**src/sv/clsr_pkg.sv**
```systemverilog
`timescale 1ns / 1ps
// Shared constants and types for the combined LCG shuffle generator.
package clsr_pkg;

  localparam int DATA_W = 31;
  localparam int MUL_W  = 16;

  typedef logic [DATA_W-1:0] word_t;
  typedef logic [MUL_W-1:0]  mult_t;

  localparam word_t MOD_A       = 31'd2147483563;
  localparam word_t MOD_B       = 31'd2147483399;
  localparam mult_t MUL_A       = 16'd40014;
  localparam mult_t MUL_B       = 16'd40692;
  localparam word_t SPAN        = 31'd2147483562;
  localparam word_t SECOND_INIT = 31'd123456789;

  localparam int TABLE_SIZE_DEF = 32;
  localparam int WARMUP         = 8;

endpackage

```
**src/sv/clsr_ram.sv**
```systemverilog
`timescale 1ns / 1ps
// Generic single-port-write, single-port-read RAM with registered read data.
module clsr_ram #(
  parameter int WIDTH  = 31,
  parameter int DEPTH  = 32,
  parameter int ADDR_W = (DEPTH > 1) ? $clog2(DEPTH) : 1
) (
  input  logic              clk,
  input  logic              we,
  input  logic [ADDR_W-1:0] waddr,
  input  logic [WIDTH-1:0]  wdata,
  input  logic              re,
  input  logic [ADDR_W-1:0] raddr,
  output logic [WIDTH-1:0]  rdata
);

  logic [WIDTH-1:0] mem [DEPTH];

  always_ff @(posedge clk) begin
    if (we) begin
      mem[waddr] <= wdata;
    end
    if (re) begin
      rdata <= mem[raddr];
    end
  end

endmodule

```
**src/sv/clsr_mulmod.sv**
```systemverilog
`timescale 1ns / 1ps
// Constant modular multiply (MUL * x mod MOD); the product is registered and reduced combinationally.
module clsr_mulmod import clsr_pkg::*; #(
  parameter mult_t MUL = MUL_A,
  parameter word_t MOD = MOD_A
) (
  input  logic  clk,
  input  word_t operand,
  output word_t result
);

  localparam int PROD_W = DATA_W + MUL_W;
  // 2^31 mod MOD: the high part of the product folds back with this weight
  localparam logic [DATA_W:0] FOLD = {1'b1, {DATA_W{1'b0}}} - {1'b0, MOD};

  logic [PROD_W-1:0] prod_r;
  logic [DATA_W:0]   hi_ext;
  logic [DATA_W:0]   folded;
  logic [DATA_W:0]   sum;

  always_ff @(posedge clk) begin
    prod_r <= PROD_W'(MUL) * PROD_W'(operand);
  end

  always_comb begin
    hi_ext = (DATA_W + 1)'(prod_r[PROD_W-1:DATA_W]);
    folded = hi_ext * FOLD;
    // sum stays below twice the modulus, so one subtract finishes it
    sum    = {1'b0, prod_r[DATA_W-1:0]} + folded;
    if (sum >= {1'b0, MOD}) begin
      result = DATA_W'(sum - {1'b0, MOD});
    end else begin
      result = DATA_W'(sum);
    end
  end

endmodule

```
**src/sv/clsr_bin_index.sv**
```systemverilog
`timescale 1ns / 1ps
// Maps the previous deviate to a shuffle table slot by constant thresholds.
module clsr_bin_index import clsr_pkg::*; #(
  parameter int TABLE_SIZE = TABLE_SIZE_DEF,
  parameter int IDX_W      = (TABLE_SIZE > 1) ? $clog2(TABLE_SIZE) : 1
) (
  input  word_t            value,
  output logic [IDX_W-1:0] index
);

  localparam longint BIN_W = 1 + longint'(SPAN) / TABLE_SIZE;

  // highest bin whose lower bound the value reaches; tops out at TABLE_SIZE-1
  always_comb begin
    index = '0;
    for (int k = 1; k < TABLE_SIZE; k++) begin
      if (longint'(value) >= longint'(k) * BIN_W) begin
        index = IDX_W'(k);
      end
    end
  end

endmodule

```
**src/sv/combined_lcg_shuffle_rng.sv**
```systemverilog
`timescale 1ns / 1ps
// Top level: two-generator combined LCG with a shuffle table held in RAM.
//
// Each input word yields one 31-bit deviate in 1..2147483562 (divide by
// 2147483563 for a uniform value). A next command runs through an accept
// step, then multiply and table read, modular reduce, and combine with table
// write-back; the rate is set by the dependent table read-modify-write around
// the registered modular multiply units, and the combine step waits while the
// output register is still held. A seed command (or a next command before any
// seed) first steps the first generator TABLE_SIZE+8 times and fills the table
// on the way. The result sits in an output register, so a new word is taken
// while the last deviate waits.
module combined_lcg_shuffle_rng import clsr_pkg::*; #(
  parameter int TABLE_SIZE = TABLE_SIZE_DEF
) (
  input  logic  clk,
  input  logic  rst_n,
  input  logic  in_valid,
  output logic  in_stall,
  input  logic  in_cmd,
  input  word_t in_seed_magnitude,
  output logic  out_valid,
  input  logic  out_stall,
  output word_t out_deviate
);

  localparam int IDX_W      = (TABLE_SIZE > 1) ? $clog2(TABLE_SIZE) : 1;
  localparam int SEED_STEPS = TABLE_SIZE + WARMUP;
  localparam int CNT_W      = $clog2(SEED_STEPS);

  typedef enum logic [2:0] {
    ST_IDLE,
    ST_SEED_MUL,
    ST_SEED_RED,
    ST_STEP_MUL,
    ST_STEP_RED,
    ST_STEP_OUT
  } state_t;

  state_t            state_r, state_nxt;
  word_t             first_gen_r, first_gen_nxt;
  word_t             second_gen_r, second_gen_nxt;
  word_t             last_output_r, last_output_nxt;
  logic [CNT_W-1:0]  cnt_r, cnt_nxt;
  logic [IDX_W-1:0]  idx_r, idx_nxt;
  logic              out_valid_r, out_valid_nxt;
  word_t             out_deviate_r, out_deviate_nxt;

  word_t             step_a;
  word_t             step_b;
  word_t             seed_val;
  logic [IDX_W-1:0]  bin_idx;
  logic              ram_we;
  logic              ram_re;
  logic [IDX_W-1:0]  ram_waddr;
  word_t             ram_wdata;
  word_t             ram_rdata;
  logic [DATA_W:0]   diff;
  logic [DATA_W:0]   y_full;
  word_t             y;

  clsr_mulmod #(.MUL(MUL_A), .MOD(MOD_A)) u_gen_a (
    .clk     (clk),
    .operand (first_gen_r),
    .result  (step_a)
  );

  clsr_mulmod #(.MUL(MUL_B), .MOD(MOD_B)) u_gen_b (
    .clk     (clk),
    .operand (second_gen_r),
    .result  (step_b)
  );

  clsr_bin_index #(.TABLE_SIZE(TABLE_SIZE), .IDX_W(IDX_W)) u_bin_index (
    .value (last_output_r),
    .index (bin_idx)
  );

  clsr_ram #(.WIDTH(DATA_W), .DEPTH(TABLE_SIZE), .ADDR_W(IDX_W)) u_table (
    .clk   (clk),
    .we    (ram_we),
    .waddr (ram_waddr),
    .wdata (ram_wdata),
    .re    (ram_re),
    .raddr (bin_idx),
    .rdata (ram_rdata)
  );

  assign seed_val  = (in_cmd && in_seed_magnitude != '0) ? in_seed_magnitude : word_t'(1);
  assign ram_waddr = (state_r == ST_STEP_OUT) ? idx_r : cnt_r[IDX_W-1:0];
  assign ram_wdata = (state_r == ST_STEP_OUT) ? first_gen_r : step_a;

  // table entry minus second generator, wrapped into 1..SPAN
  always_comb begin
    diff = {1'b0, ram_rdata} - {1'b0, second_gen_r};
    if (diff[DATA_W] || diff == '0) begin
      y_full = diff + {1'b0, SPAN};
    end else begin
      y_full = diff;
    end
    y = y_full[DATA_W-1:0];
  end

  always_comb begin
    state_nxt       = state_r;
    first_gen_nxt   = first_gen_r;
    second_gen_nxt  = second_gen_r;
    last_output_nxt = last_output_r;
    cnt_nxt         = cnt_r;
    idx_nxt         = idx_r;
    out_valid_nxt   = out_valid_r & out_stall;
    out_deviate_nxt = out_deviate_r;
    ram_we          = 1'b0;
    ram_re          = 1'b0;
    unique case (state_r)
      ST_IDLE: begin
        if (in_valid) begin
          if (in_cmd || first_gen_r == '0) begin
            first_gen_nxt  = seed_val;
            second_gen_nxt = seed_val;
            cnt_nxt        = CNT_W'(SEED_STEPS - 1);
            state_nxt      = ST_SEED_MUL;
          end else begin
            state_nxt = ST_STEP_MUL;
          end
        end
      end
      ST_SEED_MUL: begin
        state_nxt = ST_SEED_RED;
      end
      ST_SEED_RED: begin
        first_gen_nxt = step_a;
        // warm-up steps are dropped; the rest fill the table top down
        if (cnt_r < CNT_W'(TABLE_SIZE)) begin
          ram_we = 1'b1;
        end
        if (cnt_r == '0) begin
          last_output_nxt = step_a;
          state_nxt       = ST_STEP_MUL;
        end else begin
          cnt_nxt   = cnt_r - 1'b1;
          state_nxt = ST_SEED_MUL;
        end
      end
      ST_STEP_MUL: begin
        ram_re    = 1'b1;
        idx_nxt   = bin_idx;
        state_nxt = ST_STEP_RED;
      end
      ST_STEP_RED: begin
        first_gen_nxt  = step_a;
        second_gen_nxt = step_b;
        state_nxt      = ST_STEP_OUT;
      end
      ST_STEP_OUT: begin
        // hold until the output register is free
        if (!out_valid_r || !out_stall) begin
          ram_we          = 1'b1;
          last_output_nxt = y;
          out_valid_nxt   = 1'b1;
          out_deviate_nxt = y;
          state_nxt       = ST_IDLE;
        end
      end
      default: begin
        state_nxt = ST_IDLE;
      end
    endcase
  end

  always_ff @(posedge clk) begin
    if (!rst_n) begin
      state_r       <= ST_IDLE;
      first_gen_r   <= '0;
      second_gen_r  <= SECOND_INIT;
      last_output_r <= '0;
      cnt_r         <= '0;
      out_valid_r   <= 1'b0;
    end else begin
      state_r       <= state_nxt;
      first_gen_r   <= first_gen_nxt;
      second_gen_r  <= second_gen_nxt;
      last_output_r <= last_output_nxt;
      cnt_r         <= cnt_nxt;
      out_valid_r   <= out_valid_nxt;
    end
    idx_r         <= idx_nxt;
    out_deviate_r <= out_deviate_nxt;
  end

  assign in_stall    = (state_r != ST_IDLE);
  assign out_valid   = out_valid_r;
  assign out_deviate = out_deviate_r;

  a_out_from_combine: assert property (@(posedge clk) disable iff (!rst_n)
    $rose(out_valid_r) |-> $past(state_r) == ST_STEP_OUT)
    else $error("output word raised outside the combine step");

  a_gen_in_range: assert property (@(posedge clk) disable iff (!rst_n)
    state_r == ST_STEP_OUT |-> (first_gen_r < MOD_A) && (second_gen_r < MOD_B))
    else $error("generator state not reduced below its modulus");

  a_index_source: assert property (@(posedge clk) disable iff (!rst_n)
    state_r == ST_STEP_MUL |-> last_output_r < MOD_A)
    else $error("table index taken from an out-of-range value");

  a_deviate_range: assert property (@(posedge clk) disable iff (!rst_n)
    out_valid_r |-> (out_deviate_r != '0) && (out_deviate_r <= SPAN))
    else $error("deviate outside 1..SPAN");

endmodule

```
**config.mk**
```make
export PLATFORM = sky130hd
export DESIGN_NAME = combined_lcg_shuffle_rng
export DESIGN_NICKNAME = d
export VERILOG_FILES = /design/src/sv/clsr_pkg.sv /design/src/sv/clsr_ram.sv /design/src/sv/clsr_mulmod.sv /design/src/sv/clsr_bin_index.sv /design/src/sv/combined_lcg_shuffle_rng.sv
export SDC_FILE = /design/constraint.sdc
export NUM_CORES = 2
export LEC_CHECK = 0
export BUFFER_PORTS_ARGS = -buffer_cell sky130_fd_sc_hd__buf_2
export CORE_MARGIN = 5
export CORE_UTILIZATION = 33
export DETAILED_ROUTE_END_ITERATION = 16
export PLACE_DENSITY = 0.43
export SKIP_CTS_REPAIR_TIMING = 1
export SLEW_MARGIN = 20
export SYNTH_ARGS = -nofsm -noshare
export SYNTH_HDL_FRONTEND = slang
export SYNTH_SLANG_ARGS = --single-unit
export TNS_END_PERCENT = 30
```
**constraint.sdc**
```tcl
create_clock -name clk -period 19 [get_ports clk]
set_clock_uncertainty 0.05 [all_clocks]
set_input_delay 0.95 -clock clk [delete_from_list [all_inputs] [get_ports clk]]
set_output_delay 0.95 -clock clk [all_outputs]
set_load 0.005 [all_outputs]
```
==> impl_metrics.py <==
metrics = {
    "drt": {
        "wl_um": 253000,
        "drc": 0,
        "wire_per_inst_um": 26.7,
        "via_count": 50100,
        "via_per_inst": 5.29,
        "drt_pass1_iterations": 8,
        "ant_nets": 0,
        "drt_iter0_markers": 4242,
    },
    "yosys": {
        "ys_top_cells_by_area": "edfxtp_1 43%, fa_1 12%, ha_1 8.4%",
        "yosys.area.top_type_share": 0.429,
        "ys_seq_area_frac": 0.481,
        "syn_avg_cell_area_um2": 11.8,
        "syn_area_um2": 74100,
        "synthCells": 6258,
        "syn_nets": 7239,
        "synth_most_common_cell": "edfxtp_1",
        "synth.largest_area_cell": "edfxtp_1",
        "synth_cell_type_count": 103,
        "synth_edf_count": 1059,
        "synthFlopType": "edfxtp_1",
        "synth-seq-cells": 1252,
        "async_flop_share": 0,
        "yosysWarnings": 0,
        "synthTopCellsByCount": "1059 x edfxtp_1, 606 x nand2_1, 603 x inv_1",
    },
    "critical_path": {
        "crit_top_cell": "fa_1",
        "path_class": "reg2reg",
        "start_kind": "flip-flop",
        "worstSetupStartpoint": "u_gen_a.prod_r[34]",
        "cp_slowest_stage_delay_ns": 0.77,
        "cp.arrival_ns": 8.37,
        "rr_worst_depth": 20,
        "cp.depth": 20,
        "r2r_end": "u_table.mem[16][14]",
        "cpLargestDelayFamily": "compound AO/OA/AOI/OAI gates",
        "cp-endpoint": "u_table.mem[16][14]",
        "r2r_setup_slack_ns": 11.14,
        "path_max_fanout": 32,
        "regToRegStartpoint": "u_gen_a.prod_r[34]",
        "worstPathCellList": "ha_1 -> inv_1 -> fa_1 -> fa_1 -> inv_1 -> fa_1 -> ha_1 -> nand3_1 -> o2111ai_1 -> a2111oi_2 -> a2bb2oi_1 -> o31a_1 -> or4b_1 -> and4bb_2 -> nand3_1 -> a2111oi_0 -> xor2_1 -> nor2_1 -> a21oi_2 -> buf_4",
        "cp-end-kind": "flip-flop",
        "crit_buf_inv": 3,
        "slowest_stage": "a2111oi_0",
        "critPathRequiredTime_ns": 19.51,
    },
    "sta": {
        "max_freq_mhz": 127,
        "min_period_ns": 7.86,
        "finalHoldViolations": 0,
        "setup_violations": 0,
        "hold_slack_ns": 0.407,
        "drv_slew": 0,
        "finalCritPeriodShare": 0.413,
        "rsz0062_at_grt": "no",
        "finalWorstSetupSlack_ns": 11.14,
        "fin_tns_setup_ns": 0,
        "worst_slew_pin_slew_ns": 1.13,
        "slew_headroom": 0.244,
    },
    "grt": {
        "grt_max_degree": 117,
        "grt_pass1_vias": 50300,
        "grt_pass1_wl_um": 366000,
        "grt_overflow_total": 0,
        "antenna_found_initial": 14,
        "track_usage": 0.212,
    },
    "layout": {
        "nNetsFinal": 7351,
        "area.growth.synth_to_final_pct": 12.9,
        "finalInstanceArea_um2": 83600,
        "layout-drive-gt1-share": 0.107,
    },
    "placed_design": {
        "gp_congestion": 0.868,
        "place_ws_ns": 11.25,
        "place_area_um2": 78800,
        "dpl.hpwl_um": 176000,
        "io_buffers": 68,
    },
    "floorplan": {
        "core_um2": 224000,
        "die_area_um2": 234000,
        "io_pins": 69,
        "initial_core_util": 0.331,
        "die_h_um": 484,
        "num_rows": 174,
        "die_w_um": 484,
    },
    "clock_tree": {
        "cts_tree": "done",
        "numCtsBuffers": 148,
        "root_buffer": "clkbuf_16",
        "cts_buffer_depth": 3,
        "cts_max_level": 4,
        "numClockSinks": 1252,
        "clk_latency_ns": 0.81,
        "clkTransAtPathRegs_ns": 0.06,
    },
    "outcome": {
        "run_status": "finished, final reports clean",
    },
    "hold_path": {
        "min_path_type": "reg2reg",
    },
    "flow_run": {
        "maxCapViolations": 0,
    },
}
==> flip-flops by register name, indices dropped and copies added (netlist names) <==
register,flops
out_valid,1
state_r,3
first_gen_r,31
out_deviate,31
last_output_r,30
idx_r,5
u_table.mem,992
u_table.rdata,31
u_gen_b.prod_r,45
cnt_r,6
second_gen_r,31
u_gen_a.prod_r,46
==> worst register-to-register path, delay by kind of cell, from the launching register on <==
family | cells | cell delay, ns
compound gates | 6 | 2.51
xor+xnor | 1 | 0.32
fa+ha+maj | 5 | 2.22
simple gates | 5 | 1.70
flops | 1 | 0.34
buf+inv | 3 | 0.47
==> cell families (layout without fill, tap and decap cells) <==
family | count (synthesis) | in the layout | synth area share
multiplexers | 307 | 307 | 0.0436
XOR/XNOR | 194 | 194 | 0.0232
adder cells (fa/ha/maj) | 945 | 945 | 0.205
other | 0 | 4 | 0
buffers and inverters | 854 | 1076 | 0.0443
flip-flops | 1252 | 1252 | 0.481
AO/OA/AOI/OAI | 1110 | 1110 | 0.0996
AND/OR/NAND/NOR | 1596 | 1596 | 0.103
==> worst min-delay path by stage <==
stage	from	end	slack, ns	depth (start not counted)
2_1_floorplan	last_output_r[24]	last_output_r[24]	0.37	2
3_3_place_gp	last_output_r[12]	last_output_r[12]	0.39	2
3_5_place_dp	last_output_r[24]	last_output_r[24]	0.39	2
4_1_cts	out_stall	state_r[0]	0.39	3
5_1_grt	last_output_r[24]	last_output_r[24]	0.41	2
6_report	last_output_r[12]	last_output_r[12]	0.41	2
==> placed cells by master (no fill, tap or decap), types with 25 or more instances in the layout <==
master     count
a211oi_1      84
a21o_1        66
a21oi_1      295
a22oi_1       35
and3_1        62
buf_2         68
buf_4        140
clkbuf_1      29
clkbuf_16    150
clkinv_1      25
dfxtp_1      193
edfxtp_1    1059
fa_1         448
ha_1         497
inv_1        601
mux2_2       127
mux2i_1      179
nand2_1      605
nand2b_1      39
nand3_1      202
nand4_1       28
nor2_1       281
nor2_4        35
nor3_1        68
o2111ai_1     40
o211ai_1      29
o21a_1        41
o21ai_0      156
o22ai_1       64
o31ai_1       35
or3_1         63
or4_1         43
xnor2_1      126
xor2_1        67
==> per-layer routing <==
metal	global-route usage	vias up	wire [µm]
li1	-	22700	-
met1	0.299	25800	116000
met2	0.350	1293	120000
met3	0.0258	266	11600
met4	0.0473	2	5640
met5	0	-	12
==> final cells by class <==
type                            instances  area [µm²]
Clock buffer                          182        3900
Clock inverter                         78         927
Inverter                              604        2280
Sequential cell                      1252       35700
Tap cell                             2992        3740
Antenna cell                            4        10.0
Fill cell                           21700      140000
Timing Repair Buffer                  212        1470
Multi-Input combinational cell       4152       35600
==> stage by stage <==
stage	util	instances
5_1_grt	0.373	9474
3_5_place_dp	0.352	9212
2_1_floorplan	-	6258
6_report	0.373	9476
3_3_place_gp	0.352	9212
4_1_cts	0.373	9472
Power is left out: the tool's default activity adds up to more than one toggle a clock period on the data nets, which glitch-free logic cannot reach.
